### src/rtl/core/assert_macros.svh
// ----------------------------------------------------------------------------
// Assertion macros
// Shared assertion helpers; all of them can be compiled out with NO_ASSERTIONS.
// ----------------------------------------------------------------------------
`ifndef ASSERT_MACROS_SVH
`define ASSERT_MACROS_SVH

`ifndef NO_ASSERTIONS

// The property must hold at every clock edge outside reset.
`define ACL_ASSERT(lbl, prop) \
  lbl: assert property (@(posedge clk_i) disable iff (!rst_ni) (prop)) \
    else $error("assertion failed");

// The condition must never be true at a clock edge outside reset.
`define ACL_ASSERT_NEVER(lbl, cond) \
  lbl: assert property (@(posedge clk_i) disable iff (!rst_ni) !(cond)) \
    else $error("forbidden condition seen");

`else

`define ACL_ASSERT(lbl, prop)
`define ACL_ASSERT_NEVER(lbl, cond)

`endif

`endif

### src/rtl/core/acl_pkg.sv
// ----------------------------------------------------------------------------
// acl_pkg
// Types, constants and the final line classification shared by the classifier.
// ----------------------------------------------------------------------------
package acl_pkg;

  typedef logic [35:0] acc_t;

  localparam logic [7:0] CH_LF = 8'd10;
  localparam logic [7:0] CH_CR = 8'd13;

  localparam acc_t DIST_MAX  = 36'd4294967295;
  localparam acc_t AO_MIN    = 36'd320;
  localparam acc_t AO_MAX    = 36'd2400;
  localparam acc_t SWEEP_MAX = 36'd20;
  localparam acc_t SPEED_INT = 36'd6;
  localparam logic [6:0] SPEED_MIN_FRAC = 7'd10;
  localparam logic [4:0] NAME_MIN_LEN = 5'd5;
  localparam logic [4:0] NAME_MAX_LEN = 5'd21;

  typedef enum logic [3:0] {
    KIND_INVALID = 4'd0,
    KIND_UNSUPP  = 4'd1,
    KIND_STOP    = 4'd2,
    KIND_HELP    = 4'd3,
    KIND_VERSION = 4'd4,
    KIND_STATUS  = 4'd5,
    KIND_ERROR   = 4'd6,
    KIND_FORMAL  = 4'd7,
    KIND_TEST    = 4'd8
  } kind_e;

  typedef struct packed {
    logic       outcome;
    kind_e      kind;
    logic [7:0] letter;
  } result_t;

  typedef struct packed {
    logic store;
    logic discard_set;
    logic flush;
    logic scan_start;
    logic scan_rd;
    logic finish;
  } ctrl_cmd_t;

  typedef struct packed {
    logic is_cr;
    logic is_lf;
    logic len_zero;
    logic len_full;
    logic discard;
    logic rd_last;
  } dp_stat_t;

  // First five text characters (first one in the top byte), the saturated
  // text length and the verdict of the argument parser.
  typedef struct packed {
    logic [39:0] text;
    logic [4:0]  tlen;
    logic        num_ok;
  } scan_stat_t;

  // Characters past the end of the text read as zero, so a word of up to four
  // characters matches exactly when the zero-padded text equals it.
  function automatic result_t classify(logic [39:0] t, logic [4:0] n, logic num_ok);
    result_t    r;
    logic [7:0] c0;
    logic [7:0] c1;
    logic [7:0] c2;
    logic [7:0] c3;
    logic       tw;
    c0 = t[39:32];
    c1 = t[31:24];
    c2 = t[23:16];
    c3 = t[15:8];
    r.outcome = 1'b0;
    r.kind    = KIND_INVALID;
    r.letter  = 8'h00;
    tw = (t == {"SC", 24'h0}) || (t == {"C", 32'h0}) || (t == {"D", 32'h0}) ||
         (t == {"E", 32'h0}) || (t == {"F", 32'h0}) || (t == {"H", 32'h0}) ||
         (t == {"J", 32'h0}) || (t == {"L", 32'h0}) || (t == {"M", 32'h0}) ||
         (t == {"N", 32'h0}) || (t == {"X", 32'h0}) || (t == {"T0", 24'h0}) ||
         (t == {"T1", 24'h0}) || (t == {"T2", 24'h0}) || (t == {"TA", 24'h0}) ||
         (t == {"TS", 24'h0}) || (t == {"TR", 24'h0}) || (t == {"TV", 24'h0}) ||
         (t == {"TP", 24'h0}) || (t == {"TU", 24'h0}) || (t == {"YM", 24'h0}) ||
         (t == {"YE", 24'h0}) || (t == {"YS", 24'h0}) || (t == {"YC", 24'h0}) ||
         (t == {"YT", 24'h0});
    if (n == 5'd0) begin
      r.kind = KIND_INVALID;
    end else if (t == {"STOP", 8'h0}) begin
      r.kind = KIND_STOP;
    end else if (t == {"HELP", 8'h0}) begin
      r.kind = KIND_HELP;
    end else if (t == {"VER?", 8'h0}) begin
      r.kind = KIND_VERSION;
    end else if (n == 5'd5 && t == "STAT?") begin
      r.kind = KIND_STATUS;
    end else if (t == {"ERR?", 8'h0}) begin
      r.kind = KIND_ERROR;
    end else if (c0 == "I" || c0 == "G" || c0 == "K" || c0 == "R" ||
                 c0 == "W" || c0 == "O" || c0 == "P" || c0 == "Q") begin
      if (n == 5'd1) begin
        r.kind   = KIND_FORMAL;
        r.letter = c0;
      end
    end else if (c0 == "A" && c1 == "O") begin
      r.kind = (t == {"AOS", 16'h0} || num_ok) ? KIND_TEST : KIND_INVALID;
    end else if (c0 == "A") begin
      r.kind = (t == {"A0", 24'h0} || num_ok) ? KIND_TEST : KIND_INVALID;
    end else if (c0 == "B") begin
      r.kind = num_ok ? KIND_TEST : KIND_INVALID;
    end else if (c0 == "S" && c1 == "P") begin
      r.kind = (t == {"SPS", 16'h0} || t == {"SPR", 16'h0} || t == {"SPC", 16'h0} ||
                (c2 == "N" && c3 == "=" && n >= NAME_MIN_LEN && n <= NAME_MAX_LEN)) ?
               KIND_TEST : KIND_INVALID;
    end else if (tw) begin
      r.kind = KIND_TEST;
    end else if (c0 == "C" || c0 == "D" || c0 == "E" || c0 == "F" || c0 == "H" ||
                 c0 == "J" || c0 == "L" || c0 == "M" || c0 == "N" || c0 == "T" ||
                 c0 == "Y" || c0 == "X" || c0 == "S") begin
      r.kind = KIND_INVALID;
    end else begin
      r.kind = KIND_UNSUPP;
    end
    return r;
  endfunction

endpackage

### src/rtl/core/acl_rx_if.sv
// ----------------------------------------------------------------------------
// acl_rx_if
// Byte channel into the classifier.
// ----------------------------------------------------------------------------
interface acl_rx_if;
  logic       valid;
  logic       ready;
  logic [7:0] rx_byte;

  modport source (output valid, output rx_byte, input ready);
  modport sink (input valid, input rx_byte, output ready);
endinterface

### src/rtl/core/acl_res_if.sv
// ----------------------------------------------------------------------------
// acl_res_if
// Result channel out of the classifier.
// ----------------------------------------------------------------------------
interface acl_res_if;
  logic       valid;
  logic       ready;
  logic       outcome;
  logic [3:0] command_kind;
  logic [7:0] formal_letter;

  modport source (output valid, output outcome, output command_kind,
                  output formal_letter, input ready);
  modport sink (input valid, input outcome, input command_kind,
                input formal_letter, output ready);
endinterface

### src/rtl/core/acl_scan.sv
// ----------------------------------------------------------------------------
// acl_scan
// Character-serial recognizer that walks the stored line once.
// ----------------------------------------------------------------------------
module acl_scan #(
  parameter int unsigned LW = 6
) (
  input  logic                    clk_i,
  input  logic                    rst_ni,
  input  logic                    init_i,
  input  logic                    feed_i,
  input  logic [7:0]              char_i,
  output acl_pkg::scan_stat_t     stat_o
);

  // Grammar states of the argument parser.
  localparam logic [3:0] G_IDLE = 4'd0;
  localparam logic [3:0] G_FAIL = 4'd1;
  localparam logic [3:0] G_END  = 4'd2;
  localparam logic [3:0] G_U1   = 4'd3;
  localparam logic [3:0] G_ONE  = 4'd4;
  localparam logic [3:0] G_U2   = 4'd5;
  localparam logic [3:0] G_SL   = 4'd6;
  localparam logic [3:0] G_DD   = 4'd7;
  localparam logic [3:0] G_SD   = 4'd8;

  // Command forms.
  localparam logic [2:0] M_A   = 3'd0;
  localparam logic [2:0] M_AO  = 3'd1;
  localparam logic [2:0] M_B   = 3'd2;
  localparam logic [2:0] M_BE  = 3'd3;
  localparam logic [2:0] M_BJ  = 3'd4;
  localparam logic [2:0] M_BJP = 3'd5;

  logic [4:0][7:0] text_q, text_d;
  logic [LW-1:0]   tlen_q, tlen_d;
  logic            ended_q, ended_d;
  logic [3:0]      gs_q, gs_d, gs_e;
  logic [2:0]      mode_q, mode_d, md_e;
  acl_pkg::acc_t   acc_q, acc_d, acc_b, acc_nx, hi_sel, lo_sel;
  logic            over_q, over_d, over_b, over_nx;
  logic            seen_q, seen_d, seen_b;
  logic            infrac_q, infrac_d, infrac_b;
  logic [1:0]      nf_q, nf_d, nf_b;
  logic [3:0]      f1_q, f1_d, f1_b, f2_q, f2_d, f2_b;
  logic            rest_q, rest_d, rest_b;
  logic            start, num_clr, is_dig;
  logic [3:0]      dig;
  logic [6:0]      fv;
  logic            uint_ok, dist_ok, spd_ok, num_ok;

  always_comb begin
    is_dig = (char_i >= "0") && (char_i <= "9");
    dig    = 4'(char_i - 8'h30);

    // A number starts at a fixed position that the prefix decides.
    start = 1'b0;
    gs_e  = gs_q;
    md_e  = mode_q;
    if (feed_i && !ended_q && char_i != 8'h00 && gs_q == G_IDLE) begin
      if (tlen_q == LW'(1) && text_q[0] == "B" && char_i != "J" && char_i != "E") begin
        start = 1'b1; gs_e = G_U1; md_e = M_B;
      end else if (tlen_q == LW'(2) && text_q[0] == "A" && text_q[1] == "O") begin
        start = 1'b1; gs_e = G_U1; md_e = M_AO;
      end else if (tlen_q == LW'(2) && text_q[0] == "A" &&
                   (text_q[1] == "+" || text_q[1] == "-")) begin
        start = 1'b1; gs_e = G_U1; md_e = M_A;
      end else if (tlen_q == LW'(2) && text_q[0] == "B" && text_q[1] == "E") begin
        start = 1'b1; gs_e = G_U1; md_e = M_BE;
      end else if (tlen_q == LW'(3) && text_q[0] == "B" && text_q[1] == "J" &&
                   text_q[2] == "P") begin
        start = 1'b1; gs_e = G_DD; md_e = M_BJP;
      end else if (tlen_q == LW'(3) && text_q[0] == "B" && text_q[1] == "J" &&
                   (text_q[2] == "+" || text_q[2] == "-")) begin
        start = 1'b1; gs_e = G_DD; md_e = M_BJ;
      end
    end

    acc_b    = start ? '0 : acc_q;
    over_b   = start ? 1'b0 : over_q;
    seen_b   = start ? 1'b0 : seen_q;
    infrac_b = start ? 1'b0 : infrac_q;
    nf_b     = start ? 2'd0 : nf_q;
    f1_b     = start ? 4'd0 : f1_q;
    f2_b     = start ? 4'd0 : f2_q;
    rest_b   = start ? 1'b0 : rest_q;

    // Fraction in hundredths.
    case (nf_b)
      2'd0:    fv = 7'd0;
      2'd1:    fv = 7'(f1_b) * 7'd10;
      default: fv = 7'(f1_b) * 7'd10 + 7'(f2_b);
    endcase

    hi_sel = (gs_e == G_U1 && md_e == M_AO) ? acl_pkg::AO_MAX :
             (gs_e == G_U2) ? acl_pkg::SWEEP_MAX : acl_pkg::DIST_MAX;
    lo_sel = (gs_e == G_U1 && md_e == M_AO) ? acl_pkg::AO_MIN : acl_pkg::acc_t'(1);

    acc_nx  = (acc_b << 3) + (acc_b << 1) + acl_pkg::acc_t'(dig);
    over_nx = over_b || (acc_nx > hi_sel);

    uint_ok = seen_b && !over_b && (acc_b >= lo_sel);
    dist_ok = seen_b && !over_b &&
              !(acc_b == acl_pkg::DIST_MAX && (fv != 7'd0 || rest_b)) &&
              (md_e == M_BJP || acc_b != '0 || fv != 7'd0 || rest_b);
    spd_ok  = seen_b && !over_b && (acc_b <= acl_pkg::SPEED_INT) &&
              (acc_b != '0 || fv >= acl_pkg::SPEED_MIN_FRAC) &&
              (acc_b < acl_pkg::SPEED_INT || (fv == 7'd0 && !rest_b));

    case (gs_q)
      G_U1, G_U2: num_ok = uint_ok;
      G_END:      num_ok = 1'b1;
      G_DD:       num_ok = dist_ok;
      G_SD:       num_ok = spd_ok;
      default:    num_ok = 1'b0;
    endcase

    text_d   = text_q;
    tlen_d   = tlen_q;
    ended_d  = ended_q;
    gs_d     = gs_q;
    mode_d   = mode_q;
    acc_d    = acc_q;
    over_d   = over_q;
    seen_d   = seen_q;
    infrac_d = infrac_q;
    nf_d     = nf_q;
    f1_d     = f1_q;
    f2_d     = f2_q;
    rest_d   = rest_q;
    num_clr  = 1'b0;

    if (init_i) begin
      text_d  = '0;
      tlen_d  = '0;
      ended_d = 1'b0;
      gs_d    = G_IDLE;
      mode_d  = M_A;
      num_clr = 1'b1;
    end else if (feed_i && !ended_q) begin
      if (char_i == 8'h00) begin
        ended_d = 1'b1;
      end else begin
        tlen_d = tlen_q + LW'(1);
        if (tlen_q < LW'(5)) begin
          text_d[tlen_q[2:0]] = char_i;
        end
        gs_d     = gs_e;
        mode_d   = md_e;
        acc_d    = acc_b;
        over_d   = over_b;
        seen_d   = seen_b;
        infrac_d = infrac_b;
        nf_d     = nf_b;
        f1_d     = f1_b;
        f2_d     = f2_b;
        rest_d   = rest_b;
        case (gs_e)
          G_U1, G_U2: begin
            if (is_dig) begin
              acc_d  = acc_nx;
              over_d = over_nx;
              seen_d = 1'b1;
            end else if (!uint_ok) begin
              gs_d = G_FAIL;
            end else if (gs_e == G_U2) begin
              gs_d = (char_i == ",") ? G_SL : G_FAIL;
            end else if (md_e == M_B && char_i == "S") begin
              gs_d = G_END;
            end else if (md_e == M_B && char_i == ",") begin
              gs_d = G_ONE;
            end else if (md_e == M_BE && char_i == "S") begin
              gs_d = G_END;
            end else if (md_e == M_BE && char_i == ",") begin
              gs_d    = G_SD;
              num_clr = 1'b1;
            end else begin
              gs_d = G_FAIL;
            end
          end
          G_ONE: gs_d = (char_i == "1") ? G_END : G_FAIL;
          G_SL:  gs_d = (char_i == "S" || char_i == "1") ? G_END : G_FAIL;
          G_DD, G_SD: begin
            if (is_dig && !infrac_b) begin
              acc_d  = acc_nx;
              over_d = over_nx;
              seen_d = 1'b1;
            end else if (is_dig) begin
              seen_d = 1'b1;
              if (nf_b == 2'd0) begin
                f1_d = dig;
                nf_d = 2'd1;
              end else if (nf_b == 2'd1) begin
                f2_d = dig;
                nf_d = 2'd2;
              end else if (dig != 4'd0) begin
                rest_d = 1'b1;
              end
            end else if (char_i == "." && !infrac_b) begin
              infrac_d = 1'b1;
            end else if (!((gs_e == G_DD) ? dist_ok : spd_ok)) begin
              gs_d = G_FAIL;
            end else if (gs_e == G_DD && char_i == ",") begin
              gs_d    = G_SD;
              num_clr = 1'b1;
            end else if (gs_e == G_SD && md_e == M_BE && char_i == ",") begin
              gs_d    = G_U2;
              num_clr = 1'b1;
            end else begin
              gs_d = G_FAIL;
            end
          end
          G_END:   gs_d = G_FAIL;
          default: gs_d = gs_e;
        endcase
      end
    end

    if (num_clr) begin
      acc_d    = '0;
      over_d   = 1'b0;
      seen_d   = 1'b0;
      infrac_d = 1'b0;
      nf_d     = 2'd0;
      f1_d     = 4'd0;
      f2_d     = 4'd0;
      rest_d   = 1'b0;
    end
  end

  always_ff @(posedge clk_i or negedge rst_ni) begin
    if (!rst_ni) begin
      tlen_q  <= '0;
      ended_q <= 1'b0;
      gs_q    <= G_IDLE;
      mode_q  <= M_A;
    end else begin
      tlen_q  <= tlen_d;
      ended_q <= ended_d;
      gs_q    <= gs_d;
      mode_q  <= mode_d;
    end
  end

  always_ff @(posedge clk_i) begin
    text_q   <= text_d;
    acc_q    <= acc_d;
    over_q   <= over_d;
    seen_q   <= seen_d;
    infrac_q <= infrac_d;
    nf_q     <= nf_d;
    f1_q     <= f1_d;
    f2_q     <= f2_d;
    rest_q   <= rest_d;
  end

  assign stat_o.text   = {text_q[0], text_q[1], text_q[2], text_q[3], text_q[4]};
  assign stat_o.tlen   = (32'(tlen_q) > 32'd31) ? 5'd31 : 5'(tlen_q);
  assign stat_o.num_ok = num_ok;

endmodule

### src/rtl/core/acl_dp.sv
// ----------------------------------------------------------------------------
// acl_dp
// Datapath: line store, length and discard state, scan feed and result register.
// ----------------------------------------------------------------------------
module acl_dp #(
  parameter int unsigned LINE_CAPACITY = 64
) (
  input  logic                  clk_i,
  input  logic                  rst_ni,
  input  logic [7:0]            rx_byte_i,
  input  acl_pkg::ctrl_cmd_t    cmd_i,
  output acl_pkg::dp_stat_t     stat_o,
  output acl_pkg::result_t      res_o
);

  localparam int unsigned LW    = $clog2(LINE_CAPACITY);
  localparam int unsigned DEPTH = LINE_CAPACITY - 1;
  localparam int unsigned AW    = $clog2(DEPTH);

  logic [7:0]          line_mem [DEPTH];
  logic [7:0]          rdata_q;
  logic [LW-1:0]       len_q;
  logic [AW-1:0]       addr_q;
  logic                discard_q;
  logic                feed_q;
  acl_pkg::result_t    res_q;
  acl_pkg::scan_stat_t scan_stat;

  // Line store: one write port for received bytes, one read port for the scan.
  always_ff @(posedge clk_i) begin
    if (cmd_i.store) begin
      line_mem[len_q[AW-1:0]] <= rx_byte_i;
    end
    if (cmd_i.scan_rd) begin
      rdata_q <= line_mem[addr_q];
    end
  end

  always_ff @(posedge clk_i or negedge rst_ni) begin
    if (!rst_ni) begin
      len_q     <= '0;
      addr_q    <= '0;
      discard_q <= 1'b0;
      feed_q    <= 1'b0;
    end else begin
      feed_q <= cmd_i.scan_rd;
      if (cmd_i.store) begin
        len_q <= len_q + LW'(1);
      end else if (cmd_i.flush || cmd_i.finish) begin
        len_q <= '0;
      end
      if (cmd_i.discard_set) begin
        discard_q <= 1'b1;
      end else if (cmd_i.flush) begin
        discard_q <= 1'b0;
      end
      if (cmd_i.scan_start) begin
        addr_q <= '0;
      end else if (cmd_i.scan_rd) begin
        addr_q <= addr_q + AW'(1);
      end
    end
  end

  acl_scan #(
    .LW (LW)
  ) u_scan (
    .clk_i  (clk_i),
    .rst_ni (rst_ni),
    .init_i (cmd_i.scan_start),
    .feed_i (feed_q),
    .char_i (rdata_q),
    .stat_o (scan_stat)
  );

  always_ff @(posedge clk_i) begin
    if (cmd_i.flush) begin
      res_q.outcome <= 1'b1;
      res_q.kind    <= acl_pkg::KIND_INVALID;
      res_q.letter  <= 8'h00;
    end else if (cmd_i.finish) begin
      res_q <= acl_pkg::classify(scan_stat.text, scan_stat.tlen, scan_stat.num_ok);
    end
  end

  assign stat_o.is_cr    = (rx_byte_i == acl_pkg::CH_CR);
  assign stat_o.is_lf    = (rx_byte_i == acl_pkg::CH_LF);
  assign stat_o.len_zero = (len_q == '0);
  assign stat_o.len_full = (len_q == LW'(DEPTH));
  assign stat_o.discard  = discard_q;
  assign stat_o.rd_last  = ((LW + 1)'(addr_q) + (LW + 1)'(1)) == (LW + 1)'(len_q);
  assign res_o           = res_q;

endmodule

### src/rtl/core/acl_ctrl.sv
// ----------------------------------------------------------------------------
// acl_ctrl
// Controller: input and output handshakes and the line scan sequence.
// ----------------------------------------------------------------------------
module acl_ctrl (
  input  logic               clk_i,
  input  logic               rst_ni,
  input  logic               in_valid_i,
  output logic               in_ready_o,
  output logic               out_valid_o,
  input  logic               out_ready_i,
  input  acl_pkg::dp_stat_t  stat_i,
  output acl_pkg::ctrl_cmd_t cmd_o
);

  localparam logic [1:0] ST_IDLE = 2'd0;
  localparam logic [1:0] ST_SCAN = 2'd1;
  localparam logic [1:0] ST_TAIL = 2'd2;
  localparam logic [1:0] ST_FIN  = 2'd3;

  logic [1:0] state_q, state_d;
  logic       out_valid_q, out_valid_d;
  logic       accept;

  always_comb begin
    state_d = state_q;
    cmd_o   = '0;
    // A line feed may produce a result, so it waits for the output register.
    in_ready_o = (state_q == ST_IDLE) && !(stat_i.is_lf && out_valid_q);
    accept     = in_valid_i && in_ready_o;
    case (state_q)
      ST_IDLE: begin
        if (accept && !stat_i.is_cr) begin
          if (stat_i.is_lf) begin
            if (stat_i.discard) begin
              cmd_o.flush = 1'b1;
            end else if (!stat_i.len_zero) begin
              cmd_o.scan_start = 1'b1;
              state_d          = ST_SCAN;
            end
          end else if (!stat_i.discard) begin
            if (stat_i.len_full) begin
              cmd_o.discard_set = 1'b1;
            end else begin
              cmd_o.store = 1'b1;
            end
          end
        end
      end
      ST_SCAN: begin
        cmd_o.scan_rd = 1'b1;
        if (stat_i.rd_last) begin
          state_d = ST_TAIL;
        end
      end
      ST_TAIL: state_d = ST_FIN;
      ST_FIN: begin
        cmd_o.finish = 1'b1;
        state_d      = ST_IDLE;
      end
      default: state_d = ST_IDLE;
    endcase

    out_valid_d = out_valid_q;
    if (cmd_o.flush || cmd_o.finish) begin
      out_valid_d = 1'b1;
    end else if (out_ready_i) begin
      out_valid_d = 1'b0;
    end
  end

  always_ff @(posedge clk_i or negedge rst_ni) begin
    if (!rst_ni) begin
      state_q     <= ST_IDLE;
      out_valid_q <= 1'b0;
    end else begin
      state_q     <= state_d;
      out_valid_q <= out_valid_d;
    end
  end

  assign out_valid_o = out_valid_q;

endmodule

### src/rtl/core/ascii_command_line_classifier.sv
// ----------------------------------------------------------------------------
// ascii_command_line_classifier
// Collects a serial command line byte by byte and classifies it at line feed.
// ----------------------------------------------------------------------------
// Every byte other than a line feed is accepted while idle: carriage returns
// are dropped, other bytes go into a line store of LINE_CAPACITY-1 entries, and
// once the store is full the rest of the line is thrown away and the closing
// line feed reports the line as too long. A line feed that closes a non-empty
// line of N stored bytes starts a scan that reads the store through its single
// read port, one byte per cycle, into a character-serial recognizer; a tail
// state and a finish state then classify the line into the result register; no
// byte is accepted meanwhile. A line feed that closes an empty line gives no
// item. A line feed is held off while an earlier result item still waits in the
// output register; all other bytes keep flowing. The store needs no clearing
// after reset, since only bytes written in the current line are ever read.
// ----------------------------------------------------------------------------
`include "assert_macros.svh"

module ascii_command_line_classifier #(
  parameter int unsigned LINE_CAPACITY = 64
) (
  input  logic       clk_i,
  input  logic       rst_ni,
  acl_rx_if.sink     rx_i,
  acl_res_if.source  res_o
);

  acl_pkg::ctrl_cmd_t cmd;
  acl_pkg::dp_stat_t  stat;
  acl_pkg::result_t   res;

  // The controller sequences storing, discarding and the scan; it also owns
  // both handshakes, so the datapath never sees valid or ready.
  acl_ctrl u_ctrl (
    .clk_i       (clk_i),
    .rst_ni      (rst_ni),
    .in_valid_i  (rx_i.valid),
    .in_ready_o  (rx_i.ready),
    .out_valid_o (res_o.valid),
    .out_ready_i (res_o.ready),
    .stat_i      (stat),
    .cmd_o       (cmd)
  );

  // The datapath holds the line store, the length and discard state, the
  // recognizer and the result register.
  acl_dp #(
    .LINE_CAPACITY (LINE_CAPACITY)
  ) u_dp (
    .clk_i     (clk_i),
    .rst_ni    (rst_ni),
    .rx_byte_i (rx_i.rx_byte),
    .cmd_i     (cmd),
    .stat_o    (stat),
    .res_o     (res)
  );

  assign res_o.outcome       = res.outcome;
  assign res_o.command_kind  = res.kind;
  assign res_o.formal_letter = res.letter;

  // No byte can slip in while the store is being read out.
  `ACL_ASSERT(a_scan_blocks_input, cmd.scan_rd |-> !rx_i.ready)
  // A started scan always reads at least one stored byte.
  `ACL_ASSERT(a_scan_reads_next, cmd.scan_start |=> cmd.scan_rd)
  // A classified line never overwrites a result that was not yet taken.
  `ACL_ASSERT(a_finish_output_free, cmd.finish |-> !res_o.valid)
  // Bytes of a line that overflowed are never stored.
  `ACL_ASSERT_NEVER(a_no_store_in_discard, stat.discard && cmd.store)

endmodule
### src/flat_wrapper.sv
// flat-port wrapper written by rule: the top's interface ports become plain ports
module ascii_command_line_classifier_flat 
#(
  parameter int unsigned LINE_CAPACITY = 64
)
  (clk_i, rst_ni, rx_i_valid, rx_i_rx_byte, rx_i_ready, res_o_valid, res_o_outcome, res_o_command_kind, res_o_formal_letter, res_o_ready);
  acl_rx_if rx_i_i ();
  acl_res_if res_o_i ();
  input  logic clk_i;
  input  logic rst_ni;
  input wire logic [$bits(rx_i_i.valid)-1:0] rx_i_valid;
  input wire logic [$bits(rx_i_i.rx_byte)-1:0] rx_i_rx_byte;
  output wire logic [$bits(rx_i_i.ready)-1:0] rx_i_ready;
  output wire logic [$bits(res_o_i.valid)-1:0] res_o_valid;
  output wire logic [$bits(res_o_i.outcome)-1:0] res_o_outcome;
  output wire logic [$bits(res_o_i.command_kind)-1:0] res_o_command_kind;
  output wire logic [$bits(res_o_i.formal_letter)-1:0] res_o_formal_letter;
  input wire logic [$bits(res_o_i.ready)-1:0] res_o_ready;
  assign rx_i_i.valid = rx_i_valid;
  assign rx_i_i.rx_byte = rx_i_rx_byte;
  assign rx_i_ready = rx_i_i.ready;
  assign res_o_valid = res_o_i.valid;
  assign res_o_outcome = res_o_i.outcome;
  assign res_o_command_kind = res_o_i.command_kind;
  assign res_o_formal_letter = res_o_i.formal_letter;
  assign res_o_i.ready = res_o_ready;
  ascii_command_line_classifier #(.LINE_CAPACITY(LINE_CAPACITY)) u_core (.clk_i(clk_i), .rst_ni(rst_ni), .rx_i(rx_i_i), .res_o(res_o_i));
endmodule
### config.mk
export PLATFORM = sky130hd
export DESIGN_NAME = ascii_command_line_classifier_flat
export DESIGN_NICKNAME = d
export VERILOG_FILES = /design/src/rtl/core/acl_pkg.sv /design/src/rtl/core/acl_rx_if.sv /design/src/rtl/core/acl_res_if.sv /design/src/rtl/core/acl_scan.sv /design/src/rtl/core/acl_dp.sv /design/src/rtl/core/acl_ctrl.sv /design/src/rtl/core/ascii_command_line_classifier.sv /design/src/flat_wrapper.sv
export VERILOG_INCLUDE_DIRS = /design/src /design/src/rtl/core
export SDC_FILE = /design/constraint.sdc
export NUM_CORES = 1
export LEC_CHECK = 0
export ABC_CLOCK_PERIOD_IN_PS = 6300
export BUFFER_PORTS_ARGS = -buffer_cell sky130_fd_sc_hd__buf_2
export CAP_MARGIN = 5
export CORE_MARGIN = 3
export CORE_UTILIZATION = 60
export CTS_BUF_LIST = sky130_fd_sc_hd__clkbuf_4
export CTS_CLUSTER_DIAMETER = 60
export CTS_CLUSTER_SIZE = 10
export DETAILED_ROUTE_END_ITERATION = 16
export MAX_ROUTING_LAYER = met4
export PLACE_DENSITY = 0.89
export SETUP_SLACK_MARGIN = 0.5
export SLEW_MARGIN = 20
export SYNTH_ARGS = -nofsm -noshare
export SYNTH_HDL_FRONTEND = slang
export SYNTH_SLANG_ARGS = --single-unit
### constraint.sdc
create_clock -name clk_i -period 6.3 [get_ports clk_i]
set_clock_uncertainty 0.15 [all_clocks]
set_input_delay 0.63 -clock clk_i [delete_from_list [all_inputs] [get_ports clk_i]]
set_output_delay 0.63 -clock clk_i [all_outputs]
set_load 0.02 [all_outputs]
==> results.txt, run 1 <==
Per-cell routed wire length: 27.6 um
H-tree depth: 3
Post-DP HPWL: 55,900 um
Final Max Tran Viols: 0
CTS Buf Count: 77
Chip height: 234 um
Vias per Instance: 6.88
Fin area: 34,000 sq um
Post-placement cell area: 32,700 sq um
Fin nets: 2,506
Top cell type's share of synthesized area: 0.495
Post-synth EDFFs: 512
Initial Util: 0.613
Core area: 50,700 sq um
P&R area growth vs syn: 9.54%
Startpoint Class: flop
Bufs on Longest Clock Path: 3
Minimum clock period: 6.30 ns
Comb pwr share: 0.368
CP max FO: 8
Die ar.: 54,500 sq um
Setup TNS: 0 ns
Sequential share of the synthesized area: 0.586
Hold Path Class: input pin to flop
CTS root buf: clkbuf_4
Layout Cells excl Fill: 3,073
Routed WL: 84,700 um
IO buf count: 26
Clock Pin Slew Worst Setup and Hold Paths: 0.12 ns
Std cell rows: 82
Clk_lat worst skew: 0.88 ns
Final period util: 0.999
Sequential Power Share: 0.444
P_int: 7.55 mW
First-pass iteration count of the detailed router: 6
Antenna violations before repair: 2
Leak: 11.8 nW
Total gr overflow: 0
Synth top cells by count: edfxtp_1, nor2_1, mux4_2
Total number of vias: 21,100
Async SR Flop Fraction: 0.0480
Top post-synthesis cells by area: edfxtp_1, mux4_2, dfxtp_1
Synth Instances: 2,253
Post-Syn Nets: 2,389
Synth area leader: edfxtp_1
Post-Syn Area per Cell: 13.8 sq um
Routability cong.: 0.929
CTS tree: yes
Ys Warns: 0
Sw frac: 0.350
Crit path DAT: 6.90 ns
Critical Path RT: 6.91 ns
Power per Cell Area: 342 nW/um^2
Placed cells: 2,945
Top FF cell, synth: edfxtp_1
IR drop worst, VDD: 0.214 mV
Antenna-violating nets left: 0
Highest Clock Rate: 159 MHz
GRT Util Overall: 0.324
Worst Tran Pin Value: 1.08 ns
Netlist cell types: 88
Crit path capture type: flop
Crit Path Category: flop to flop
# setup viols final: 0
Die width: 234 um
Status: finished clean
Final hold vios: 0
Mapped cell area: 31,100 sq um
Largest net degree at the start of global routing: 65
Relative max-transition margin: 0.283
Clk network pwr share: 0.189
DR DRC count: 0
Net Sw Power: 4.06 mW
Num Clock Sinks: 646
Pwr Total: 11.6 mW
Maxcap violations: 0
Initial DRC Count: 2,792
RSZ-0062 raised after global routing: yes
First-pass GRT wire length: 128,000 um
Num ports: 27
Ratio of cells with drive above 1 in the final layout: 0.226
Most frequent cell after synthesis: edfxtp_1
Vias in the first global route: 21,100
Synthesized flop and latch total: 646
## per-layer routing
metal	GRT usage	routed length (um)	vias to the layer above
li1	-	-	8984
met1	0.400	29800	10400
met2	0.522	41800	1445
met3	0.0578	8250	314
met4	0.160	4840	0
met5	-	0	-
## cell type report
| cell class | count | area (sq um) |
|---|---|---|
| Fill cell | 3277 | 16700 |
| Antenna cell | 2 | 5.00 |
| Tap cell | 672 | 841 |
| Sequential cell | 646 | 18200 |
| Clock inverter | 12 | 126 |
| Multi-Input combinational cell | 1448 | 12700 |
| Timing Repair Buffer | 163 | 1270 |
| Clock buffer | 96 | 721 |
| Inverter | 34 | 128 |
## power by group through the flow
stage | Combinational (mW) | Clock (mW) | Sequential (mW)
floorplan | 2.93 | 0 | 4.97
global placement | 3.84 | 0 | 5.22
detailed placement | 4.07 | 0 | 5.23
CTS | 4.14 | 2.19 | 5.15
global route | 4.48 | 2.35 | 5.19
finish | 4.27 | 2.19 | 5.15
## worst paths after layout
path	startpoint	end	slack, ns	depth (start not counted)
setup reg to reg	u_core.u_dp.u_scan.stat_o[35]	u_core.u_dp.u_scan.over_q	0.004	26
hold reg to reg	u_core.u_dp.res_o[6]	u_core.u_dp.res_o[6]	0.31	1
max in group asynchronous	rst_ni	u_core.u_dp.addr_q[0]	5.19	2
min in group asynchronous	rst_ni	u_core.u_ctrl.out_valid_o	0.22	2
hold / removal	rx_i_rx_byte[1]	u_core.u_dp.line_mem[50][1]	0.06	1
setup / recovery	u_core.u_dp.u_scan.stat_o[35]	u_core.u_dp.u_scan.over_q	0.004	26
## cell usage in the layout (no fill, tap or decap), types with 28 or more instances in the layout
cell type	count
a21oi_1	98
dfrtp_1	28
xnor2_1	30
nand3_1	41
mux2i_1	68
ha_1	106
nor3_1	39
clkbuf_4	96
nand2_1	127
inv_1	33
mux4_2	160
dfxtp_1	103
o21ai_0	58
nand4_1	38
buf_4	121
nor2_1	232
and2_1	40
edfxtp_1	512
## stage by stage
| stage | worst slack (ns) | util | hold WS (ns) |
|---|---|---|---|
| finish | 0.00387 | 0.671 | 0.0624 |
| global route | -0.340 | 0.671 | 0.0346 |
| CTS | 0.0351 | 0.667 | 0.0162 |
| detailed placement | -0.141 | 0.646 | 0.284 |
| global placement | 0.0170 | 0.646 | 0.279 |
| floorplan | 0.144 | - | 0.184 |
## registers in the layout (all words and copies together), names as in the netlist
name	cells
u_core.u_dp.u_scan.seen_q	1
u_core.u_dp.discard_q	1
u_core.u_dp.u_scan.ended_q	1
u_core.u_dp.u_scan.stat_o	40
u_core.u_dp.u_scan.gs_q	4
u_core.u_dp.u_scan.nf_q	2
u_core.u_dp.u_scan.f1_q	4
u_core.u_dp.addr_q	6
u_core.u_dp.u_scan.tlen_q	6
u_core.u_dp.len_q	6
u_core.u_dp.u_scan.rest_q	1
u_core.u_dp.res_o	13
u_core.u_dp.rdata_q	8
u_core.u_dp.line_mem	504
u_core.u_dp.u_scan.f2_q	4
u_core.u_dp.u_scan.mode_q	3
u_core.u_ctrl.state_q	2
u_core.u_dp.feed_q	1
u_core.u_dp.u_scan.over_q	1
u_core.u_ctrl.out_valid_o	1
u_core.u_dp.u_scan.infrac_q	1
u_core.u_dp.u_scan.acc_q	36
## worst max-delay path: stages (launching register included)
cell and delay [ns]:
dfxtp_1 0.34, or4b_4 0.55, or4b_4 0.51, a211oi_2 0.16
nand2b_4 0.17, o21ai_4 0.13, and2_4 0.22, ha_4 0.25
ha_4 0.17, fa_2 0.37, a211oi_2 0.26, o21ai_2 0.10
a21bo_2 0.24, o211ai_1 0.28, a21oi_2 0.18, buf_4 0.17
a211oi_2 0.19, xnor2_1 0.12, ha_1 0.20, a21o_1 0.17
a21o_1 0.18, a21oi_2 0.16, nand2_1 0.06, or3_1 0.33
a221o_1 0.34, nor4_2 0.14, nor3_1 0.07
## cells by family after synthesis
family,count (synthesis),synth area share
AO/OA/AOI/OAI,343,0.0763
XOR/XNOR,55,0.0155
adder cells (fa/ha/maj),124,0.0507
buffers and inverters,159,0.0202
flip-flops,646,0.586
multiplexers,230,0.139
AND/OR/NAND/NOR,696,0.112
## timing repair
| item | CTS | global route |
|---|---|---|
| pin swaps | 7 | 13 |
| hold endpoints to repair | 57 | 0 |
| buffers inserted | 2 | 6 |
| gates cloned | 3 | 1 |
| hold buffers | 5 | 0 |
| gates resized for setup | 17 | 41 |
| setup endpoints to repair | 52 | 53 |
(Power assumes the default switching activity.)
==> run 2: changes to the inputs <==
CELL_PAD_IN_SITES_DETAIL_PLACEMENT = 0   (was default)
CELL_PAD_IN_SITES_GLOBAL_PLACEMENT = 1   (was default)
CORE_ASPECT_RATIO = 1.2   (was default)
CORE_UTILIZATION = 50   (was 60)
PLACE_DENSITY = 0.88   (was 0.89)
==> run 2 against run 1 <==
Against the previous run:
- critical path type unchanged
- largest cell class unchanged
- the run now ends with negative setup slack left
- maximum frequency decreased by 1.9%
- flip-flop and latch count unchanged
- total power decreased by 1.2%
- highest routed layer unchanged
==> results.txt, run 2 (synthesis results as in run 1) <==
Clock Pin Slew Worst Setup and Hold Paths: 0.12 ns (about the same)
CTS tree: yes
Cell repeated most along the worst path: a21oi_2
Final Max Tran Viols: 0 (unchanged)
GRT Util Overall: 0.244 (-0.0795)
Vias in the first global route: 20,300 (-4.0%)
CTS Buf Count: 76 (-1.3%)
Commonest non-fill, non-tap cell in the layout: edfxtp_1
Routability cong.: 0.902 (-2.9%)
CP bufs+invs: 3 (+2)
IR drop worst, VDD: 0.318 mV (+49%)
Initial DRC Count: 1,587 (-43%)
Final hold vios: 0 (unchanged)
Worst Tran Pin Value: 1.12 ns (+0.0393 ns)
CTS root buf: clkbuf_4
Num Clock Sinks: 646 (unchanged)
Total gr overflow: 0 (unchanged)
First-pass iteration count of the detailed router: 5 (-1)
Final period util: 1.02 (+0.0198)
Minimum clock period: 6.42 ns (+0.125 ns)
Relative max-transition margin: 0.257 (-0.0262)
Layout Cells excl Fill: 3,252 (+5.8%)
Std cell rows: 99 (+21%)
Pre-CTS setup slack: -0.182 ns (-0.0406 ns)
Crit path DAT: 6.99 ns (+0.09 ns)
Core area: 61,200 sq um (+21%)
Pwr Total: 11.5 mW (-1.2%)
RSZ-0062 raised after global routing: yes
Leading cell types in the layout, fill and taps excluded: edfxtp_1, nor2_1, mux4_2
DR DRC count: 0 (unchanged)
# setup viols final: 1 (+1)
Chip height: 279 um (+19%)
IO buf count: 26 (unchanged)
Antenna-violating nets left: 0 (unchanged)
Antenna violations before repair: 1 (-1)
Ratio of cells with drive above 1 in the final layout: 0.262 (+0.0365)
Slowest CP cell: or4b_4
Crit Path Category: flop to flop
Post-DP HPWL: 51,000 um (-8.7%)
Startpoint Class: flop
Top Family by Delay on Critical Path: simple AND/OR/NAND/NOR gates
Status: finished with violations
CP max FO: 9 (+1)
Final setup margin: -0.121 ns (-0.125 ns)
Highest Clock Rate: 156 MHz (-1.9%)
Failing checks: negative setup slack
Die width: 234 um (unchanged)
Num ports: 27 (unchanged)
Maxcap violations: 0 (unchanged)
Routed WL: 76,900 um (-9.2%)
Max reg flops: 504 (unchanged)
Critical Path RT: 6.87 ns (-0.04 ns)
Fin nets: 2,537 (+1.2%)
Crit path capture type: flop
Max incr delay on CP: 0.54 ns (about the same)
Clk_lat worst skew: 0.85 ns (-0.03 ns)
Power per Cell Area: 328 nW/um^2 (-4.1%)
Placed cells: 3,100 (+5.3%)
Util after Layout: 0.572 (-0.0988)
H-tree depth: 3 (unchanged)
Total number of vias: 20,200 (-4.5%)
Bufs on Longest Clock Path: 3 (unchanged)
First-pass GRT wire length: 119,000 um (-7.4%)
Vias per Instance: 6.21 (-9.8%)
Initial Util: 0.508 (-0.105)
Hold Path Class: input pin to flop
Per-cell routed wire length: 23.6 um (-14%)
P&R area growth vs syn: 12.8%
Largest net degree at the start of global routing: 72 (+11%)
Leak: 12.1 nW (+2.0%)
Die ar.: 65,200 sq um (+19%)
Setup TNS: -0.121 ns (-0.121 ns)
run 2: final cells by class:
class                      instances  area, sq um
antenna                            1         2.50
clock buffer                     109          818
clock inverter                    11         71.3
fill                            4716        26200
inverter                          34          128
multi-input combinational       1449        13100
sequential                       646        18200
tap                              808         1010
timing repair buffer             194         1630
run 2: final timing paths:
path | depth (start not counted) | from | slack (ns) | end
hold / removal | 3 | rx_i_valid | 0.18 | u_core.u_dp.res_o[12]
max in group asynchronous | 2 | rst_ni | 5.20 | u_core.u_dp.addr_q[0]
setup reg to reg | 27 | u_core.u_dp.u_scan.stat_o[35] | -0.12 | u_core.u_dp.u_scan.over_q
setup / recovery | 27 | u_core.u_dp.u_scan.stat_o[35] | -0.12 | u_core.u_dp.u_scan.over_q
hold reg to reg | 1 | u_core.u_dp.res_o[6] | 0.31 | u_core.u_dp.res_o[6]
min in group asynchronous | 2 | rst_ni | 0.22 | u_core.u_dp.u_scan.gs_q[2]
run 2: routing by layer:
metal | vias up | track usage | part of all wire
met5 | - | - | 0
met3 | 184 | 0.0335 | 0.063
met1 | 10100 | 0.311 | 0.39
li1 | 9061 | - | -
met2 | 818 | 0.399 | 0.51
met4 | 0 | 0.0981 | 0.040
run 2: stage by stage:
step / area [sq um] / hold WS [ns]
after floorplan: 31300 / 0.184
after global placement: 33000 / 0.280
after detailed placement: 33000 / 0.290
after CTS: 34300 / 0.103
after global routing: 35000 / 0.174
final: 35000 / 0.176
run 2: worst register-to-register path, cell delays in order, from the launching register on:
cell and delay, ns:
dfxtp_2 0.34, or4b_4 0.54, or4b_4 0.51, a211oi_2 0.15
nand2b_4 0.19, o21ai_4 0.13, buf_6 0.21, buf_8 0.14
and2_1 0.20, ha_1 0.32, ha_4 0.27, a21oi_2 0.18
a21boi_0 0.12, a311o_1 0.36, nor3_2 0.19, a21oi_2 0.13
buf_4 0.17, a211oi_4 0.25, xnor2_2 0.11, ha_1 0.18
a21o_1 0.17, a21o_1 0.18, a21oi_2 0.15, nand2_1 0.06
or3_1 0.35, a221o_1 0.34, nor4_2 0.13, nor3_1 0.07
run 2: report_power, final:
part	total [mW]	leakage, nW	internal, mW	switching [mW]
combinational	4.22	5.76	2.03	2.18
clock	2.14	0.524	0.796	1.35
sequential	5.11	5.79	4.78	0.331
total	11.5	12.1	7.61	3.86
run 2: what timing repair did:
action	4_1_cts	5_1_grt
hold endpoints to repair	32	0
hold buffers	2	0
setup endpoints to repair	52	53
pin swaps	16	27
buffers inserted	10	10
cloned	7	2
resized for setup	40	108
==> run 3: changes to the inputs <==
--- a/config.mk
+++ b/config.mk
@@ -19,4 +19,5 @@
 export CTS_CLUSTER_SIZE = 10
 export DETAILED_ROUTE_END_ITERATION = 16
+export GPL_TIMING_DRIVEN = 0
 export MAX_ROUTING_LAYER = met4
 export PLACE_DENSITY = 0.88
--- a/constraint.sdc
+++ b/constraint.sdc
@@ -3,3 +3,3 @@
 set_input_delay 0.63 -clock clk_i [delete_from_list [all_inputs] [get_ports clk_i]]
 set_output_delay 0.63 -clock clk_i [all_outputs]
-set_load 0.02 [all_outputs]
+set_load 0.01 [all_outputs]
==> run 3 against run 2 <==
Against the previous run:
- the flow still finishes with violations (negative setup slack)
- cell count is 0.31% lower
- worst hold slack worse by 0.047 ns
- setup slack worse by 0.35 ns
- clock power hardly changed
- first-iteration DRC count is 32% higher
- design area is 1.3% lower
- sequential share of layout area is 0.65 points higher
- largest power group unchanged
==> results.txt, run 3 (synthesis results as in run 1) <==
Status: finished with violations
Failing checks: negative setup slack
Crit path DAT: 7.33 ns (+0.34 ns)
Crit Path Category: flop to flop
# setup viols final: 1 (unchanged)
First-pass iteration count of the detailed router: 5 (unchanged)
Chip height: 279 um (unchanged)
Leak: 11.7 nW (-2.7%)
Crit path capture type: flop
Routed WL: 79,800 um (+3.8%)
Hold Path Class: input pin to flop
IR drop worst, VDD: 0.215 mV (-32%)
IO buf count: 26 (unchanged)
Num Clock Sinks: 646 (unchanged)
Clk network pwr share: 0.190 (+0.003)
First-pass GRT wire length: 122,000 um (+2.4%)
Core area: 61,200 sq um (unchanged)
Max reg flops: 504 (unchanged)
GRT Util Overall: 0.253 (+0.00844)
Power per Cell Area: 330 nW/um^2 (+0.62%)
Highest Clock Rate: 148 MHz (-5.2%)
Die ar.: 65,200 sq um (unchanged)
Clk_lat worst skew: 0.85 ns (about the same)
Critical Path RT: 6.86 ns (about the same)
Relative max-transition margin: 0.300 (+0.0433)
CP max FO: 10 (+1)
Clock Pin Slew Worst Setup and Hold Paths: 0.12 ns (about the same)
CTS tree: yes
Maxcap violations: 0 (unchanged)
R2R Path End: u_core.u_dp.u_scan.over_q
Slowest CP cell: or4b_4
Metal-1 WL: 30,500 um (+2.2%)
Sw frac: 0.345 (+0.00809)
Worst-case reg-to-reg path depth: 28 (+3.7%)
Sequential Power Share: 0.431 (-0.015)
H-tree depth: 3 (unchanged)
P&R area growth vs syn: 11.3%
Comb pwr share: 0.379 (+0.011)
Max incr delay on CP: 0.52 ns (-0.02 ns)
Vias per Instance: 6.36 (+2.5%)
Std cell rows: 99 (unchanged)
Per-cell routed wire length: 24.6 um (+4.1%)
Post-DP HPWL: 54,600 um (+7.0%)
P_int: 7.47 mW (-1.9%)
CTS root buf: clkbuf_4
Antenna-violating nets left: 0 (unchanged)
Vias in the first global route: 20,400 (+0.32%)
Wire length on met3: 5610 um (+15%)
Initial DRC Count: 2,092 (+32%)
Min-Delay Endpoint: u_core.u_dp.res_o[12]
Total number of vias: 20,600 (+2.2%)
Largest net degree at the start of global routing: 66 (-8.3%)
Bufs on Longest Clock Path: 3 (unchanged)
Total gr overflow: 0 (unchanged)
Min-delay src: rx_i_valid
Final period util: 1.07 (+0.0555)
Met2 WL post-DR: 40,200 um (+2.9%)
Worst reg2reg setup slack: -0.47 ns (-0.35 ns)
Minimum clock period: 6.77 ns (+0.350 ns)
Final hold vios: 0 (unchanged)
Net Sw Power: 3.93 mW (+1.7%)
RSZ-0062 raised after global routing: yes
Routability cong.: 0.920 (+2.0%)
DR DRC count: 0 (unchanged)
Die width: 234 um (unchanged)
WHS Path Cells: 3 (unchanged)
Antenna violations before repair: 1 (unchanged)
Pre-CTS setup slack: -1.34 ns (-1.16 ns)
Hold slack: 0.129 ns (-0.0466 ns)
CTS Buf Count: 76 (unchanged)
Worst Tran Pin Value: 1.04 ns (-0.0730 ns)
Ratio of cells with drive above 1 in the final layout: 0.217 (-0.0453)
Final Max Tran Viols: 0 (unchanged)
Pwr Total: 11.4 mW (-0.68%)
Commonest non-fill, non-tap cell in the layout: edfxtp_1
Fin nets: 2,541 (+0.16%)
Uppermost layer routed: met4
Initial Util: 0.508 (unchanged)
Num ports: 27 (unchanged)
Leading cell types in the layout, fill and taps excluded: edfxtp_1, nor2_1, mux4_2
Startpoint Class: flop
RR Startpoint: u_core.u_dp.u_scan.stat_o[34]
Final setup margin: -0.471 ns (-0.350 ns)
[run 3: per-layer routing]
metal / track usage / vias to the layer above
met2: 0.422 / 973
met1: 0.315 / 10400
met5: - / -
met4: 0.101 / 0
li1: - / 9090
met3: 0.0324 / 193
[run 3: layout make-up]
type,count,area (sq um)
Tap cell,808,1010
Inverter,34,130
Antenna cell,2,5.00
Sequential cell,646,18200
Clock inverter,10,128
Buffer,125,648
Multi-Input combinational cell,1449,13100
Fill cell,4859,26600
Timing Repair Buffer,73,661
Clock buffer,95,713
[run 3: how the worst max path moves through the flow]
stage                                              from                        end  slack, ns  cells past startpoint
after detailed placement         u_core.u_dp.rdata_q[7]  u_core.u_dp.u_scan.over_q      -1.34                     28
after floorplan           u_core.u_dp.u_scan.stat_o[35]  u_core.u_dp.u_scan.over_q       0.14                     30
after CTS                 u_core.u_dp.u_scan.stat_o[35]  u_core.u_dp.u_scan.over_q      -0.48                     30
final                     u_core.u_dp.u_scan.stat_o[34]  u_core.u_dp.u_scan.over_q      -0.47                     28
after global placement           u_core.u_dp.rdata_q[7]  u_core.u_dp.u_scan.over_q      -1.39                     28
after global routing      u_core.u_dp.u_scan.stat_o[35]  u_core.u_dp.u_scan.over_q      -0.77                     30
[run 3: worst max-delay path, delay by kind of cell (launching register included)]
| family | cells | cell delay [ns] |
|---|---|---|
| buf+inv | 3 | 0.48 |
| xor+xnor | 1 | 0.15 |
| simple gates | 11 | 2.71 |
| flops | 1 | 0.33 |
| compound gates | 10 | 1.84 |
| fa+ha+maj | 3 | 0.95 |
[run 3: power by group through the flow]
stage / clock [mW] / combinational, mW / sequential (mW)
after floorplan: 0 / 2.92 / 4.97
after global placement: 0 / 4.09 / 5.00
after detailed placement: 0 / 4.23 / 5.01
after CTS: 2.20 / 4.28 / 4.91
after global routing: 2.37 / 4.59 / 4.94
final: 2.16 / 4.32 / 4.92
[run 3: per-stage QoR]
step | instance area, sq um | TNS [ns] | utilization | cells
2_1_floorplan | 31300 | 0 | - | 2253
5_1_grt | 34600 | -0.773 | 0.565 | 3241
6_report | 34600 | -0.471 | 0.565 | 3242
3_3_place_gp | 32500 | -22.77 | 0.531 | 3087
3_5_place_dp | 32500 | -25.58 | 0.531 | 3088
4_1_cts | 34200 | -0.476 | 0.559 | 3230
[run 3: repair_timing]
item | in CTS | in global routing
cloned | 6 | 0
endpoints found under the hold margin | 32 | 0
hold buffers | 2 | 0
setup buffers | 29 | 10
gates resized for setup | 115 | 66
endpoints found under the setup margin | 55 | 55
pin swaps | 41 | 27
